**config.mk**
```make
export PLATFORM = sky130hd
export DESIGN_NAME = ctp_dist_unit
export DESIGN_NICKNAME = d
export VERILOG_FILES = /design/src/ctp_pkg.sv /design/src/ctp_dist_unit.sv
export SDC_FILE = /design/constraint.sdc
export NUM_CORES = 2
export LEC_CHECK = 0
export ABC_CLOCK_PERIOD_IN_PS = 9040
export BUFFER_PORTS_ARGS = -buffer_cell sky130_fd_sc_hd__buf_2
export CORE_UTILIZATION = 64
export CTS_CLUSTER_SIZE = 40
export DETAILED_ROUTE_END_ITERATION = 6
export GPL_TIMING_DRIVEN = 0
export PLACE_DENSITY = 0.92
export SLEW_MARGIN = 20
export SYNTH_ARGS = -nofsm -noshare
export SYNTH_HDL_FRONTEND = slang
export SYNTH_SLANG_ARGS = --single-unit
export TNS_END_PERCENT = 10
```
**constraint.sdc**
```tcl
create_clock -name clk -period 9.04 [get_ports clk]
set_input_delay 0.452 -clock clk [delete_from_list [all_inputs] [get_ports clk]]
set_output_delay 0.452 -clock clk [all_outputs]
set_load 0.05 [all_outputs]
```
**src/ctp_pkg.sv**
```systemverilog
`timescale 1ns / 1ps
// ----------------------------------------------------------------------------
// ctp_pkg
// shared types and constants of the trajectory collision cost block
// ----------------------------------------------------------------------------
package ctp_pkg;

    // item field widths
    localparam int OP_W       = 2;
    localparam int INDEX_W    = 3;
    localparam int RADIUS_W   = 16;
    localparam int COST_W     = 48;
    localparam int HITS_OUT_W = 4;

    // configuration port
    localparam int PADDR_W = 5;
    localparam int PDATA_W = 32;
    localparam int REG_W   = 3;
    localparam int PEN_W   = 32;

    localparam logic [REG_W-1:0] REG_ENABLE   = 3'd0;
    localparam logic [REG_W-1:0] REG_PENALTY  = 3'd1;
    localparam logic [REG_W-1:0] REG_MARGIN   = 3'd2;
    localparam logic [REG_W-1:0] REG_EGO_RAD  = 3'd3;
    localparam logic [REG_W-1:0] REG_USE_ALL  = 3'd4;

    localparam logic [PEN_W-1:0]    PENALTY_RESET = 32'd256000000;
    localparam logic [RADIUS_W-1:0] MARGIN_RESET  = 16'd100;
    localparam logic [RADIUS_W-1:0] EGO_RAD_RESET = 16'd100;

    // distance arithmetic
    localparam int DIFF_W      = 34;   // holds any difference of two 32-bit coords
    localparam int SQ_IN_W     = 18;   // differences at or above 2^18 never hit
    localparam int SQ_W        = 36;
    localparam int SUM_W       = 37;
    localparam int RAD_W       = 18;   // ego + agent + margin radius
    localparam int AGENT_TAG_W = 5;    // covers up to 32 agents
    localparam int HIT_EXT_W   = 6;
    localparam int PROD_W      = PEN_W + HIT_EXT_W;
    localparam int TOTAL_W     = COST_W + 1;

    localparam logic [HIT_EXT_W-1:0]  HITS_OUT_MAX = 6'd15;
    localparam logic [COST_W-1:0]     COST_MAX     = {COST_W{1'b1}};

    typedef enum logic [OP_W-1:0] {
        OP_START  = 2'd0,
        OP_APPEND = 2'd1,
        OP_REMOVE = 2'd2,
        OP_EGO    = 2'd3
    } op_t;

    typedef enum logic [2:0] {
        ST_IDLE,
        ST_AGENT,
        ST_SCAN,
        ST_DRAIN,
        ST_MUL,
        ST_SUM
    } seq_state_t;

    // agent table update from an accepted item
    typedef struct packed {
        logic                valid;
        op_t                 op;
        logic [INDEX_W-1:0]  index;
        logic [RADIUS_W-1:0] radius;
    } tbl_upd_t;

    // one point compare issued to the distance unit
    typedef struct packed {
        logic                   valid;
        logic [AGENT_TAG_W-1:0] agent;
        logic [SQ_W-1:0]        rsq;
    } dist_req_t;

    // compare result leaving the distance unit
    typedef struct packed {
        logic                   valid;
        logic [AGENT_TAG_W-1:0] agent;
    } dist_hit_t;

endpackage

```
**src/ctp_dist_unit.sv**
```systemverilog
`timescale 1ns / 1ps
// ----------------------------------------------------------------------------
// ctp_dist_unit
// pipelined squared distance compare of the ego point against one stored point
// ----------------------------------------------------------------------------
module ctp_dist_unit #(
    parameter int COORD_BITS = 24
) (
    input  logic                         clk,
    input  logic                         rst_n,
    input  ctp_pkg::dist_req_t           req,
    input  logic signed [COORD_BITS-1:0] ego_x,
    input  logic signed [COORD_BITS-1:0] ego_y,
    input  logic [2*COORD_BITS-1:0]      pt_data,
    output ctp_pkg::dist_hit_t           hit,
    output logic                         busy
);

    localparam int DW = ctp_pkg::DIFF_W;
    localparam int QW = ctp_pkg::SQ_IN_W;

    // stage 1: aligned with the registered ram read
    logic                            s1_valid_reg;
    logic [ctp_pkg::AGENT_TAG_W-1:0] s1_agent_reg;
    logic [ctp_pkg::SQ_W-1:0]        s1_rsq_reg;

    // stage 2: absolute differences
    logic                            s2_valid_reg;
    logic [ctp_pkg::AGENT_TAG_W-1:0] s2_agent_reg;
    logic [ctp_pkg::SQ_W-1:0]        s2_rsq_reg;
    logic                            s2_far_reg;
    logic [QW-1:0]                   s2_ax_reg;
    logic [QW-1:0]                   s2_ay_reg;

    // stage 3: squares
    logic                            s3_valid_reg;
    logic [ctp_pkg::AGENT_TAG_W-1:0] s3_agent_reg;
    logic [ctp_pkg::SQ_W-1:0]        s3_rsq_reg;
    logic                            s3_far_reg;
    logic [ctp_pkg::SQ_W-1:0]        s3_sx_reg;
    logic [ctp_pkg::SQ_W-1:0]        s3_sy_reg;

    logic signed [DW-1:0]         dx;
    logic signed [DW-1:0]         dy;
    logic [DW-1:0]                ax;
    logic [DW-1:0]                ay;
    logic                         far;
    logic [ctp_pkg::SUM_W-1:0]    dsq;

    assign dx  = DW'(ego_x) - DW'(signed'(pt_data[COORD_BITS-1:0]));
    assign dy  = DW'(ego_y) - DW'(signed'(pt_data[2*COORD_BITS-1:COORD_BITS]));
    assign ax  = dx[DW-1] ? DW'(-dx) : DW'(dx);
    assign ay  = dy[DW-1] ? DW'(-dy) : DW'(dy);
    assign far = (|ax[DW-1:QW]) || (|ay[DW-1:QW]);

    always_ff @(posedge clk or negedge rst_n)
    begin
        if (!rst_n)
        begin
            s1_valid_reg <= 1'b0;
            s2_valid_reg <= 1'b0;
            s3_valid_reg <= 1'b0;
        end
        else
        begin
            s1_valid_reg <= req.valid;
            s2_valid_reg <= s1_valid_reg;
            s3_valid_reg <= s2_valid_reg;
        end
    end

    always_ff @(posedge clk)
    begin
        s1_agent_reg <= req.agent;
        s1_rsq_reg   <= req.rsq;

        s2_agent_reg <= s1_agent_reg;
        s2_rsq_reg   <= s1_rsq_reg;
        s2_far_reg   <= far;
        s2_ax_reg    <= ax[QW-1:0];
        s2_ay_reg    <= ay[QW-1:0];

        s3_agent_reg <= s2_agent_reg;
        s3_rsq_reg   <= s2_rsq_reg;
        s3_far_reg   <= s2_far_reg;
        s3_sx_reg    <= ctp_pkg::SQ_W'(s2_ax_reg) * ctp_pkg::SQ_W'(s2_ax_reg);
        s3_sy_reg    <= ctp_pkg::SQ_W'(s2_ay_reg) * ctp_pkg::SQ_W'(s2_ay_reg);
    end

    assign dsq = ctp_pkg::SUM_W'(s3_sx_reg) + ctp_pkg::SUM_W'(s3_sy_reg);

    assign hit.valid = s3_valid_reg && !s3_far_reg && (dsq < ctp_pkg::SUM_W'(s3_rsq_reg));
    assign hit.agent = s3_agent_reg;
    assign busy      = s1_valid_reg || s2_valid_reg || s3_valid_reg;

endmodule

```
# Word-level counts from Yosys, hierarchy flattened
# Index checks and enable logic that the tools add are counted.
# W data, S select, Z words.
[totals]
regBits = 236
in_bits = 140
elab_cells = 33
output_inout_bits = 7
[op_classes]
magnitude_cmp = 1
multipliers = 2
mux = 2
add_sub_neg = 5
n_reduce_logical = 8
[op_table]
columns = ["op", "n"]
rows = [
  ["$mul A18 B18 Y36", 2],
  ["$mux W34", 2],
  ["$neg A25 Y34", 2],
  ["$sub A24 B24 Y25", 2],
  ["$add A36 B36 Y37", 1],
  ["$lt A37 B36 Y1", 1],
  ["$reduce_or A16 Y1", 2],
  ["$logic_or A1 B1 Y1", 3],
  ["$logic_and A1 B1 Y1", 2],
  ["$logic_not A1 Y1", 1],
]

# Longest topological paths before layout
[depth]
depth_word = 5
ltp_mapped = 29
ltp_nobuf = 27

# Worst setup path before layout
# Ideal clock, no wire load.
[synth_path]
kind = "flip-flop to flip-flop"
start = "register s2_ax_reg[13]"
end = "register s3_sx_reg[34] in the netlist's numbering"
stages_incl_launch_ff = 26
path_slack_ns = 2.525
arrival_time_ns = 6.443
cell_sequence = "dfxtp_1 clkbuf_1 clkbuf_1 nand2_1 fa_1 fa_1 fa_1 inv_1 fa_1 fa_1 inv_1 fa_1 inv_1 ha_1 and3_1 and2_1 a221oi_1 nor2b_1 o31ai_1 o21ai_0 a21o_1 a21oi_1 o21a_1 nor2_1 o22ai_1 xnor2_1"
[synth_via]
elab_chain_len = 1
[synth_rtl]
columns = ["element", "line_no", "text"]
rows = [
  ["start: declaration", "ctp_dist_unit.sv:32", "logic [QW-1:0] s2_ax_reg;"],
  ["start signal: assignment", "ctp_dist_unit.sv:80", "s2_ax_reg <= ax[QW-1:0];"],
  ["$mul A18 B18 Y36", "ctp_dist_unit.sv:86", "s3_sx_reg <= ctp_pkg::SQ_W'(s2_ax_reg) * ctp_pkg::SQ_W'(s2_ax_reg);"],
  ["end signal: assignment", "ctp_dist_unit.sv:86", ""],
  ["end: declaration", "ctp_dist_unit.sv:40", "logic [ctp_pkg::SQ_W-1:0] s3_sx_reg;"],
]
# Every way passes these cells.

# Worst setup path in the final report
[layout_path]
start = "register s2_ax_reg[6]"
end = "register s3_sx_reg[34] in the netlist's numbering"
# Same word-level chain as after synthesis.

==> impl_metrics.json <==
{
  "antenna_found_initial": 1,
  "yosysUniqueCellTypes": 75,
  "critPathMaxFanout": 10,
  "clock_latency_ns": 0.56,
  "final_core_util_pct": 71.4,
  "first_pass_iters": 7,
  "h-tree-depth": 1,
  "routed_wl_mm": 64.6,
  "clock-sinks": 234,
  "syn-num-nets": 4019,
  "fp.dieW_um": 213,
  "path_clk_slew_ns": 0.07,
  "root_buffer": "clkbuf_16",
  "ys_warn_count": 0,
  "initial_core_util_pct": 65.5,
  "fp.dieH_um": 213,
  "stdcell_area_um2": 31100,
  "post-route-period-util_pct": 89.6,
  "fin_skew_ns": 0.0292,
  "synth-edff-count": 0,
  "grtUsageTotal_pct": 29.7,
  "syn_area_um2": 28500,
  "critPathRequiredTime_ns": 9.48,
  "async_reset_ff_share_pct": 1.28,
  "finalMaxSlewViolations": 0,
  "status": "completed",
  "cts.path.max_buffers": 3,
  "fin_nets": 4209,
  "critPathArrivalTime_ns": 8.54,
  "vias": 21900,
  "layout-drive-gt1-share_pct": 6.46,
  "end_kind": "flip-flop",
  "syn_to_final_growth_pct": 9.09,
  "worst_setup_path_start_kind": "flip-flop",
  "syn_avg_cell_area_um2": 9.22,
  "portBuffers": 146,
  "netlist_instances": 3092,
  "route.detailed.drc": 0,
  "worstMarginPinSlew_ns": 0.889,
  "hp-class": "primary input to flip-flop",
  "vias_per_cell": 5.64,
  "finalWorstSetupSlack_ns": 0.941,
  "grt_pass1_vias": 23600,
  "cts_tree": "done",
  "dpl_worst_slack_ns": 1.18,
  "ioPinCount": 147,
  "grt_pass1_wl_mm": 107,
  "place_area_um2": 30000,
  "synth_top_flop_cell": "dfxtp_1",
  "coreArea_um2": 43600,
  "grt_overflow": 0,
  "drt_iter0_markers": 1380,
  "fmax_mhz": 123,
  "synth-seq-cells": 234,
  "routedWlPerCell_um": 16.6,
  "maxSlewHeadroom_pct": 39.2,
  "grt_start_max_net_pins": 15,
  "critPathKind": "flip-flop to flip-flop",
  "yosysSeqAreaShare_pct": 16.5,
  "rsz0062_at_grt": "no",
  "cap_violations": 0,
  "setup_viol": 0,
  "timing.final.hold_violations": 0,
  "tns_ns": 0,
  "hpwl_mm": 51.2,
  "die-area_um2": 45400,
  "cts_buffers": 25,
  "antenna_left": 0,
  "globalplace.congestion": 0.948,
  "rows": 76,
  "diodes": 0,
  "layout_min_cycle_time_ns": 8.10
}
-- synth_stat cells, types with 6 or more instances --
master | n | area share [%]
a211oi_1 | 17 | 0.45
a21boi_0 | 8 | 0.21
a21o_1 | 57 | 1.5
a21oi_1 | 106 | 1.9
a31oi_1 | 12 | 0.26
and2_1 | 131 | 2.9
and3_1 | 17 | 0.37
clkbuf_1 | 62 | 0.82
dfxtp_1 | 231 | 16
fa_1 | 440 | 31
ha_1 | 347 | 15
inv_1 | 757 | 10
nand2_1 | 233 | 3.1
nand2b_1 | 22 | 0.48
nand3_1 | 22 | 0.39
nand4_1 | 20 | 0.44
nor2_1 | 102 | 1.3
nor2b_1 | 30 | 0.66
nor3_1 | 37 | 0.65
nor4_1 | 7 | 0.15
o211ai_1 | 8 | 0.21
o21a_1 | 46 | 1.2
o21ai_0 | 67 | 1.2
o21ai_1 | 6 | 0.11
o21bai_1 | 9 | 0.24
o31ai_1 | 12 | 0.32
or2_2 | 6 | 0.13
or3_1 | 14 | 0.31
xnor2_1 | 119 | 3.7
xor2_1 | 46 | 1.4
-- final cells by class --
cell class,instances,area (um^2)
multi-input combinational,2037,20700
fill,2956,12400
sequential,234,4700
inverter,757,2840
timing repair buffer,163,901
tap,585,732
clock buffer,30,706
clock inverter,13,254
buffer,64,243
-- path summary, 6_finish.rpt --
| path | startpoint | end | slack [ns] | cells past startpoint |
|---|---|---|---|---|
| setup / recovery | s2_ax_reg[6] | s3_sx_reg[34] | 0.94 | 26 |
| setup reg to reg | s2_ax_reg[6] | s3_sx_reg[34] | 0.94 | 26 |
| max in group asynchronous | rst_n | s3_valid_reg | 8.71 | 2 |
| hold reg to reg | s2_far_reg | s3_far_reg | 0.33 | 0 |
| min in group asynchronous | rst_n | s1_valid_reg | 0.22 | 2 |
| hold / removal | req[22] | s1_rsq_reg[22] | 0.01 | 1 |
-- metrics by stage --
stage / std cells / hold WS [ns]
after floorplan: 3092 / 0.156
after global placement: 3823 / 0.250
after detailed placement: 3823 / 0.254
after CTS: 3883 / 0.00180
after global routing: 3883 / 0.000929
final: 3883 / 0.0149
-- kinds of logic after synthesis --
family                     count (synthesis)  synth area share [%]
buffers and inverters                    821                  10.8
adders and majority gates                787                  46.1
and+or+nand+nor                          667                  11.6
AOI/OAI and AO/OA                        409                  9.53
DFF                                      234                  16.5
xor gates and xnor gates                 165                  5.07
muxes                                      9                 0.334
-- critical path: stages (launching register included) --
cell and delay, ns:
dfxtp_1 0.36, clkbuf_1 0.54, clkbuf_1 0.59, nand2_1 0.23
inv_1 0.12, fa_1 0.41, inv_1 0.09, fa_1 0.44
fa_1 0.56, inv_1 0.07, fa_1 0.44, fa_1 0.53
inv_1 0.06, fa_1 0.48, inv_1 0.04, ha_1 0.37
and3_1 0.31, nand2_1 0.14, a2111oi_0 0.72, o31ai_1 0.22
o21ai_0 0.36, a21o_1 0.19, a21oi_1 0.10, o21a_1 0.21
nor2_1 0.15, o22ai_1 0.12, xnor2_1 0.14
-- repair_timing --
item | in CTS | in global routing
resized for setup | 0 | 0
buffers inserted | 0 | 0
hold buffers | 17 | 0
endpoints found under the hold margin | 19 | 0
setup endpoints to repair | 0 | 0
-- cell usage in the layout, fill, tap and decap left out, types with 8 or more instances in the layout --
master         count
inv_1            757
fa_1             440
ha_1             347
nand2_1          233
dfxtp_1          231
buf_2            148
and2_1           131
xnor2_1          119
a21oi_1          106
nor2_1           102
o21ai_0           67
clkbuf_1          62
a21o_1            57
o21a_1            46
xor2_1            46
nor3_1            37
nor2b_1           30
clkbuf_16         26
nand3_1           22
nand2b_1          22
nand4_1           20
a211oi_1          17
and3_1            17
dlygate4sd3_1     17
or3_1             14
a31oi_1           12
o31ai_1           12
o21bai_1           9
o211ai_1           8
a21boi_0           8
-- routing by layer --
layer  wire [um]  track usage [%]
met3        5030             5.53
met1       23800             34.6
met2       32300             52.3
met4        3410             14.8
met5           0                0
Power is not shown: default switching activity piles up to over one toggle a cycle in this logic, so the estimate is an artifact.
