--- src/ctp_pkg.sv ---
`timescale 1ns / 1ps
// ----------------------------------------------------------------------------
// ctp_pkg
// shared types and constants of the trajectory collision cost block
// ----------------------------------------------------------------------------
package ctp_pkg;

    // item field widths
    localparam int OP_W       = 2;
    localparam int INDEX_W    = 3;
    localparam int RADIUS_W   = 16;
    localparam int COST_W     = 48;
    localparam int HITS_OUT_W = 4;

    // configuration port
    localparam int PADDR_W = 5;
    localparam int PDATA_W = 32;
    localparam int REG_W   = 3;
    localparam int PEN_W   = 32;

    localparam logic [REG_W-1:0] REG_ENABLE   = 3'd0;
    localparam logic [REG_W-1:0] REG_PENALTY  = 3'd1;
    localparam logic [REG_W-1:0] REG_MARGIN   = 3'd2;
    localparam logic [REG_W-1:0] REG_EGO_RAD  = 3'd3;
    localparam logic [REG_W-1:0] REG_USE_ALL  = 3'd4;

    localparam logic [PEN_W-1:0]    PENALTY_RESET = 32'd256000000;
    localparam logic [RADIUS_W-1:0] MARGIN_RESET  = 16'd100;
    localparam logic [RADIUS_W-1:0] EGO_RAD_RESET = 16'd100;

    // distance arithmetic
    localparam int DIFF_W      = 34;   // holds any difference of two 32-bit coords
    localparam int SQ_IN_W     = 18;   // differences at or above 2^18 never hit
    localparam int SQ_W        = 36;
    localparam int SUM_W       = 37;
    localparam int RAD_W       = 18;   // ego + agent + margin radius
    localparam int AGENT_TAG_W = 5;    // covers up to 32 agents
    localparam int HIT_EXT_W   = 6;
    localparam int PROD_W      = PEN_W + HIT_EXT_W;
    localparam int TOTAL_W     = COST_W + 1;

    localparam logic [HIT_EXT_W-1:0]  HITS_OUT_MAX = 6'd15;
    localparam logic [COST_W-1:0]     COST_MAX     = {COST_W{1'b1}};

    typedef enum logic [OP_W-1:0] {
        OP_START  = 2'd0,
        OP_APPEND = 2'd1,
        OP_REMOVE = 2'd2,
        OP_EGO    = 2'd3
    } op_t;

    typedef enum logic [2:0] {
        ST_IDLE,
        ST_AGENT,
        ST_SCAN,
        ST_DRAIN,
        ST_MUL,
        ST_SUM
    } seq_state_t;

    // agent table update from an accepted item
    typedef struct packed {
        logic                valid;
        op_t                 op;
        logic [INDEX_W-1:0]  index;
        logic [RADIUS_W-1:0] radius;
    } tbl_upd_t;

    // one point compare issued to the distance unit
    typedef struct packed {
        logic                   valid;
        logic [AGENT_TAG_W-1:0] agent;
        logic [SQ_W-1:0]        rsq;
    } dist_req_t;

    // compare result leaving the distance unit
    typedef struct packed {
        logic                   valid;
        logic [AGENT_TAG_W-1:0] agent;
    } dist_hit_t;

endpackage

--- src/ctp_agent_table.sv ---
`timescale 1ns / 1ps
// ----------------------------------------------------------------------------
// ctp_agent_table
// per-agent valid flag, point count and radius, with point store write address
// ----------------------------------------------------------------------------
module ctp_agent_table #(
    parameter int MAX_AGENTS = 8,
    parameter int MAX_POINTS = 32,
    parameter int AGENT_W    = (MAX_AGENTS > 1) ? $clog2(MAX_AGENTS) : 1,
    parameter int COUNT_W    = $clog2(MAX_POINTS + 1),
    parameter int ADDR_W     = (MAX_AGENTS * MAX_POINTS > 1) ?
                               $clog2(MAX_AGENTS * MAX_POINTS) : 1
) (
    input  logic                          clk,
    input  logic                          rst_n,
    input  ctp_pkg::tbl_upd_t             upd,
    input  logic                          use_all_points,
    input  logic [AGENT_W-1:0]            sel,
    output logic                          sel_valid,
    output logic [COUNT_W-1:0]            sel_count,
    output logic [ctp_pkg::RADIUS_W-1:0]  sel_radius,
    output logic                          wr_en,
    output logic [ADDR_W-1:0]             wr_addr
);

    localparam int SLOT_W = (MAX_POINTS > 1) ? $clog2(MAX_POINTS) : 1;

    logic                         valid_reg  [MAX_AGENTS];
    logic [COUNT_W-1:0]           count_reg  [MAX_AGENTS];
    logic [ctp_pkg::RADIUS_W-1:0] radius_reg [MAX_AGENTS];

    logic               in_range;
    logic [AGENT_W-1:0] idx;
    logic [COUNT_W-1:0] cur_count;
    logic [COUNT_W-1:0] count_next;
    logic [SLOT_W-1:0]  slot;

    assign in_range  = 32'(upd.index) < 32'(MAX_AGENTS);
    assign idx       = AGENT_W'(upd.index);
    assign cur_count = in_range ? count_reg[idx] : '0;

    // endpoint mode keeps slot 0 only, a full list rewrites its final slot
    always_comb
    begin
        if (!use_all_points)
        begin
            slot       = '0;
            count_next = COUNT_W'(1);
        end
        else if (32'(cur_count) >= 32'(MAX_POINTS))
        begin
            slot       = SLOT_W'(MAX_POINTS - 1);
            count_next = cur_count;
        end
        else
        begin
            slot       = SLOT_W'(cur_count);
            count_next = cur_count + COUNT_W'(1);
        end
    end

    assign wr_en   = upd.valid && in_range && (upd.op == ctp_pkg::OP_APPEND);
    assign wr_addr = ADDR_W'(ADDR_W'(idx) * ADDR_W'(MAX_POINTS)) + ADDR_W'(slot);

    always_ff @(posedge clk or negedge rst_n)
    begin
        if (!rst_n)
        begin
            for (int i = 0; i < MAX_AGENTS; i++)
            begin
                valid_reg[i]  <= 1'b0;
                count_reg[i]  <= '0;
                radius_reg[i] <= '0;
            end
        end
        else if (upd.valid && in_range)
        begin
            case (upd.op)
                ctp_pkg::OP_START:
                begin
                    valid_reg[idx]  <= 1'b1;
                    radius_reg[idx] <= upd.radius;
                    count_reg[idx]  <= '0;
                end
                ctp_pkg::OP_APPEND:
                begin
                    count_reg[idx] <= count_next;
                end
                ctp_pkg::OP_REMOVE:
                begin
                    valid_reg[idx] <= 1'b0;
                    count_reg[idx] <= '0;
                end
                default:
                begin
                end
            endcase
        end
    end

    assign sel_valid  = valid_reg[sel];
    assign sel_count  = count_reg[sel];
    assign sel_radius = radius_reg[sel];

endmodule

--- config.mk ---
export PLATFORM = sky130hd
export DESIGN_NAME = ctp_agent_table
export DESIGN_NICKNAME = d
export VERILOG_FILES = /design/src/ctp_pkg.sv /design/src/ctp_agent_table.sv
export SDC_FILE = /design/constraint.sdc
export NUM_CORES = 1
export LEC_CHECK = 0
export BUFFER_PORTS_ARGS = -buffer_cell sky130_fd_sc_hd__buf_2
export CAP_MARGIN = 25
export CORE_UTILIZATION = 45
export CTS_CLUSTER_SIZE = 30
export DETAILED_ROUTE_END_ITERATION = 7
export PLACE_DENSITY = 0.76
export SLEW_MARGIN = 20
export SYNTH_ARGS = -nofsm -noshare
export SYNTH_HDL_FRONTEND = slang
export SYNTH_SLANG_ARGS = --single-unit
--- constraint.sdc ---
create_clock -name clk -period 2.07 [get_ports clk]
set_input_delay 0.3105 -clock clk [delete_from_list [all_inputs] [get_ports clk]]
set_output_delay 0.3105 -clock clk [all_outputs]
set_load 0.03 [all_outputs]
; ---- Word level (Yosys, flattened, before mapping)
; Cells that the tools add are included.
[word_totals]
reg_bits = 184
inputBits = 28
out_inout_bits = 32
[op_classes]
addsub = 2
magnitude_cmp = 4
eq_ne = 2
muxes = 26
bitwise_logic = 7
n_reduce_logical = 9
[ops]
columns = op, count
row1 = $bwmux W128, 1
row2 = $pmux W48 S2, 1
row3 = $and A48 B48 Y48, 1
row4 = $bmux W16 S3, 1
row5 = $bwmux W48, 1
row6 = $demux W16 S3, 1
row7 = $mux W16, 3
row8 = $not A48 Y48, 1
row9 = $mux W6, 7
row10 = $bmux W6 S3, 2
row11 = $demux W6 S3, 1
row12 = $pmux W8 S2, 1
row13 = $mux W5, 2
row14 = $add A8 B5 Y8, 1
row15 = $and A8 B8 Y8, 1
row16 = $ge A4 B4 Y1 const B, 2
row17 = $not A3 Y4, 2
row18 = $not A8 Y8, 1
row19 = $or A8 B8 Y8, 1
row20 = $add A6 B1 Y6 const B, 1
row21 = $ge A6 B6 Y1 const B, 1
row22 = $reduce_and A2 Y1, 3
row23 = $lt A4 B1 Y1 const B, 1
row24 = $reduce_bool A2 Y1, 2
row25 = 8 further kinds, 11

; ---- Depth between registers and ports, before layout
[depth]
word_depth = 9
depth_mapped = 10

; ---- Least setup slack after synthesis
; Ideal clock, no wire load.
[synth_timing]
kind = input-to-output
startpoint = in sel[0]
endpoint = out sel_count[0]
arrival_time_ns = 1.947
required_ns = 1.760
setup_slack_ns = -0.187
stages = 4
cell_sequence = clkbuf_1 buf_2 mux4_2 mux2_2
[synth_between]
elab_chain_cells = 4
[synth_rtl]
columns = item, line_no
row1 = "start, declared", ctp_agent_table.sv:18  ; input logic [AGENT_W-1:0] sel,
row2 = $not A3 Y4 (not written as such), ctp_agent_table.sv:102  ; assign sel_count = count_reg[sel];
row3 = $bmux W6 S3, ctp_agent_table.sv:102
row4 = $mux W6 (not written as such) (2 in a row), ctp_agent_table.sv:102
row5 = "end, declared", ctp_agent_table.sv:20  ; output logic [COUNT_W-1:0] sel_count,
; No other way between the ends. The select of a mux whose other input is x is not followed.

; ---- Worst setup path in the final report
[layout_timing]
startpoint = reg count_reg[11] (netlist name)
endpoint = out wr_addr[0]
[layout_between]
elab_chain_cells = 7
[layout_rtl]
columns = item, line_no
row1 = "start, declared", ctp_agent_table.sv:29  ; logic [COUNT_W-1:0] count_reg [MAX_AGENTS];
row2 = "start signal, assigned by index", ctp_agent_table.sv:87  ; count_reg[idx] <= count_next;
row3 = $bmux W6 S3, ctp_agent_table.sv:40  ; assign cur_count = in_range ? count_reg[idx] : '0;
row4 = $mux W6 (not written as such) (2 in a row), ctp_agent_table.sv:40
row5 = $ge A6 B6 Y1, ctp_agent_table.sv:50  ; else if (32'(cur_count) >= 32'(MAX_POINTS))
row6 = $mux W5, ctp_agent_table.sv:50
row7 = $mux W5, ctp_agent_table.sv:45  ; if (!use_all_points)
row8 = $add A8 B5 Y8, ctp_agent_table.sv:63  ; assign wr_addr = ADDR_W'(ADDR_W'(idx) * ADDR_W'(MAX_POINTS)) + ADDR_W'(slot);
row9 = "end, declared", ctp_agent_table.sv:23  ; output logic [ADDR_W-1:0] wr_addr
; No other way between the ends. The select of a mux whose other input is x is not followed.

==> flow_metrics.py <==
metrics = {
    "synth": {
        "synth_largest_area_cell": "sky130_fd_sc_hd__dfrtp_1",
        "syn_avg_cell_area_um2": 14.5,
        "seq_area_frac_synth_pct": 52.3,
        "ys.flop_type": "sky130_fd_sc_hd__dfrtp_1",
        "fraction_of_synthesized_cell_area_taken_by_the_top_area_cell_type_pct": 52.3,
        "synth.lib_cells_used.distinct": 37,
        "ys_top_cells_by_area": "sky130_fd_sc_hd__dfrtp_1 (52%), sky130_fd_sc_hd__mux2_2 (19%), sky130_fd_sc_hd__mux4_2 (15%), sky130_fd_sc_hd__nand2_1 (3.4%), sky130_fd_sc_hd__o21ai_0 (1.8%)",
        "synth_seq_cells": 184,
        "synth-warning-count": 0,
        "postSynthNetCount": 639,
        "synth.cell_area_um2": 8810,
        "synth_cells": 608,
        "synth_enable_flop_cells": 0,
        "synthArstFlopShare_pct": 100,
    },
    "drt": {
        "finalWirelength_mm": 21.7,
        "route.vias.total": 5875,
        "route.detailed.drc": 0,
        "drt-wirelength-per-cell_um": 21.4,
        "drtPass1Iterations": 5,
        "post_drt_via_cell_ratio": 5.77,
        "detailedRoute.firstIterationViolations": 366,
        "postRouteAntennaNets": 0,
    },
    "global_routing": {
        "global_route.overflow_total": 0,
        "number_of_antenna_violations_at_the_first_check_in_global_routing": 0,
        "grt_start_max_net_pins": 77,
        "gr-usage-all-layers_pct": 22.9,
        "grt_pass1_wl_mm": 34.3,
        "grt_pass1_vias": 6225,
    },
    "place": {
        "io_buffers": 59,
        "dp_hpwl_mm": 14.3,
        "gp_congestion": 0.894,
    },
    "power": {
        "power.static_leakage_nw": 5.10,
        "power.switching_fraction_pct": 27.4,
        "pwr-share-comb_pct": 20.5,
        "power_frac_seq_pct": 44.9,
        "power.total_w": 0.00989,
        "clockPowerShare_pct": 34.5,
        "switching_power_w": 0.00271,
        "pwr_density_cell_nw_per_um2": 881,
        "worst_vdd_drop_uv": 702,
        "p_int_w": 0.00718,
    },
    "floorplanning": {
        "floorplan.io_pins": 60,
        "count_of_standard_cell_rows": 50,
        "fp.dieH_um": 142,
        "floorplan.die_area_um2": 20100,
        "initial_core_util_pct": 46.5,
        "coreArea_um2": 19000,
        "dieWidth_um": 142,
    },
    "cts": {
        "cts_sinks": 184,
        "clkTransAtPathRegs_ns": 0.07,
        "cts_made_buffers": 17,
        "max_buffers_root_to_sink": 2,
        "cts-root-buf": "sky130_fd_sc_hd__clkbuf_16",
        "htree_levels": 4,
        "tritoncts": "built",
        "worstSkewPairLatency_ns": 0.43,
    },
    "worst_setup_path": {
        "critical_path.startpoint_type": "flip-flop",
        "cp_slowest_stage_delay_ns": 0.47,
        "cp_num_buf_inv": 2,
        "timing.setup.critical_path_class": "reg -> out",
        "worstPathMaxFanout": 5,
        "timing.critical_path.arrival_ns": 2.01,
        "crit_required_ns": 1.76,
        "timing.critical_path.slowest_stage_cell": "sky130_fd_sc_hd__mux4_2",
        "crit_chain": "mux4_2 > mux2_4 > inv_6 > ha_4 > nor2b_1 > buf_4",
        "type_of_element_capturing_the_critical_path": "output pin",
        "path_delay_family": "multiplexers",
    },
    "layout": {
        "n_diodes": 0,
        "most-common-layout-cells": "sky130_fd_sc_hd__dfrtp_1 (184), sky130_fd_sc_hd__mux2_2 (138), sky130_fd_sc_hd__nand2_1 (77)",
        "final_common_cell": "sky130_fd_sc_hd__dfrtp_1",
        "post_route_cells_drive_above_1_share_pct": 56.9,
        "synthToLayoutAreaGrowth_pct": 27.4,
        "largest_reg_flops": 128,
        "fin_nets": 776,
        "final_cell_utilization_of_the_core_pct": 59.2,
    },
    "sta": {
        "setup_repair_after_global_routing_missed_its_margin": "true",
        "final.min_clock_period_ns": 2.32,
        "clock-skew-final_ns": 0.00979,
        "max_freq_mhz": 432,
        "final-setup-viol-count": 39,
        "timing.final.hold_violations": 0,
        "fin_tns_setup_ns": -4.74,
        "slew-limit-headroom_pct": 49.6,
        "max_slew.worst_pin.slew_ns": 0.757,
        "timing.final.ws_setup_ns": -0.247,
        "layout_worst_path_cycle_share_pct": 112,
        "finalMaxSlewViolations": 0,
    },
    "run_status": {
        "violations_in_the_final_reports": "setup timing",
        "outcome": "finished, violations left",
    },
    "worst_hold_path": {
        "holdCritPathClass": "in -> reg",
    },
    "job": {
        "total_of_max_cap_violations": 0,
    },
}
## Yosys cell counts (all sizes together), types with 4 or more instances
| cell type | count |
|---|---|
| o21ai | 48 |
| inv | 5 |
| nand2 | 79 |
| mux2i | 5 |
| nor2 | 4 |
| a21boi | 5 |
| mux4 | 58 |
| buf | 25 |
| dfrtp | 184 |
| clkbuf | 8 |
| a22o | 8 |
| mux2 | 152 |
## power by group through the flow
stage / clock network [W] / registers (W) / logic (W)
detailed placement: 0 / 0.00450 / 0.00175
floorplan: 0 / 0.00439 / 0.00125
global route: 0.00360 / 0.00450 / 0.00217
CTS: 0.00345 / 0.00443 / 0.00190
finish: 0.00342 / 0.00444 / 0.00203
global placement: 0 / 0.00443 / 0.00168
## area by class of cell
cell class	count	area [um2]
well taps	260	325
flip-flops and latches	184	4600
inverters	5	23.8
clock inverters	15	203
multi-input cells	386	4240
clock buffers	17	425
fillers	1392	7730
repair buffers	151	1400
## through the flow
step                      hold slack [ns]  instances  instance area [um2]  setup WS [ns]
after floorplan                    0.0149        608                 8840        -0.0232
after global placement              0.368        955                 9900         -0.216
after detailed placement            0.386        955                 9900         -0.347
after CTS                           0.195        999                10900         -0.259
after global routing                0.219       1018                11200         -0.299
final                               0.204       1018                11200         -0.247
## worst register-to-register path, cell delays in order, from the launching register on
cell                      delay [ns]
sky130_fd_sc_hd__dfrtp_1        0.39
sky130_fd_sc_hd__mux4_2         0.47
sky130_fd_sc_hd__mux2_4         0.33
sky130_fd_sc_hd__buf_4          0.15
sky130_fd_sc_hd__buf_6          0.12
sky130_fd_sc_hd__nor4_4         0.26
sky130_fd_sc_hd__xor2_2         0.19
sky130_fd_sc_hd__buf_6          0.17
sky130_fd_sc_hd__o21ai_1        0.09
## final timing paths
| path | end | from | cells after the start | slack, ns |
|---|---|---|---|---|
| setup / recovery | wr_addr[0] | count_reg[11]$_DFFE_PN0P_ | 6 | -0.25 |
| hold / removal | radius_reg[15]$_DFFE_PN0P_ | upd[15] | 2 | 0.20 |
| setup reg to reg | count_reg[40]$_DFFE_PN0P_ | count_reg[11]$_DFFE_PN0P_ | 8 | -0.21 |
| hold reg to reg | radius_reg[2]$_DFFE_PN0P_ | radius_reg[2]$_DFFE_PN0P_ | 1 | 0.50 |
| max in group asynchronous | radius_reg[3]$_DFFE_PN0P_ | rst_n | 3 | 0.90 |
| min in group asynchronous | count_reg[46]$_DFFE_PN0P_ | rst_n | 2 | 0.46 |
## layer usage
metal,vias to the layer above,part of all wire [%],global-route usage [%]
met5,-,0,0
met2,214,51,38.6
met1,3066,41,28.8
met3,53,5.3,5.40
met4,0,2.8,8.89
li1,2542,-,-
## cells by family after synthesis
logic type                 count (synthesis)  synth area share (%)
muxes                                    215                  35.2
AOI/OAI and AO/OA                         63                  4.20
and+or+nand+nor                          102                  5.31
adders and majority gates                  3                 0.426
xor gates and xnor gates                   3                 0.469
buffers and inverters                     38                  2.16
DFF                                      184                  52.3
## timing repair
action                     4_1_cts  5_1_grt
resized for setup               63       73
cloned                           2        0
setup endpoints to repair       50       74
setup buffers                    9       19
hold buffers                     1        0
pin swaps                        5        5
hold endpoints to repair        70        0
Power figures use the tool's default switching activity.
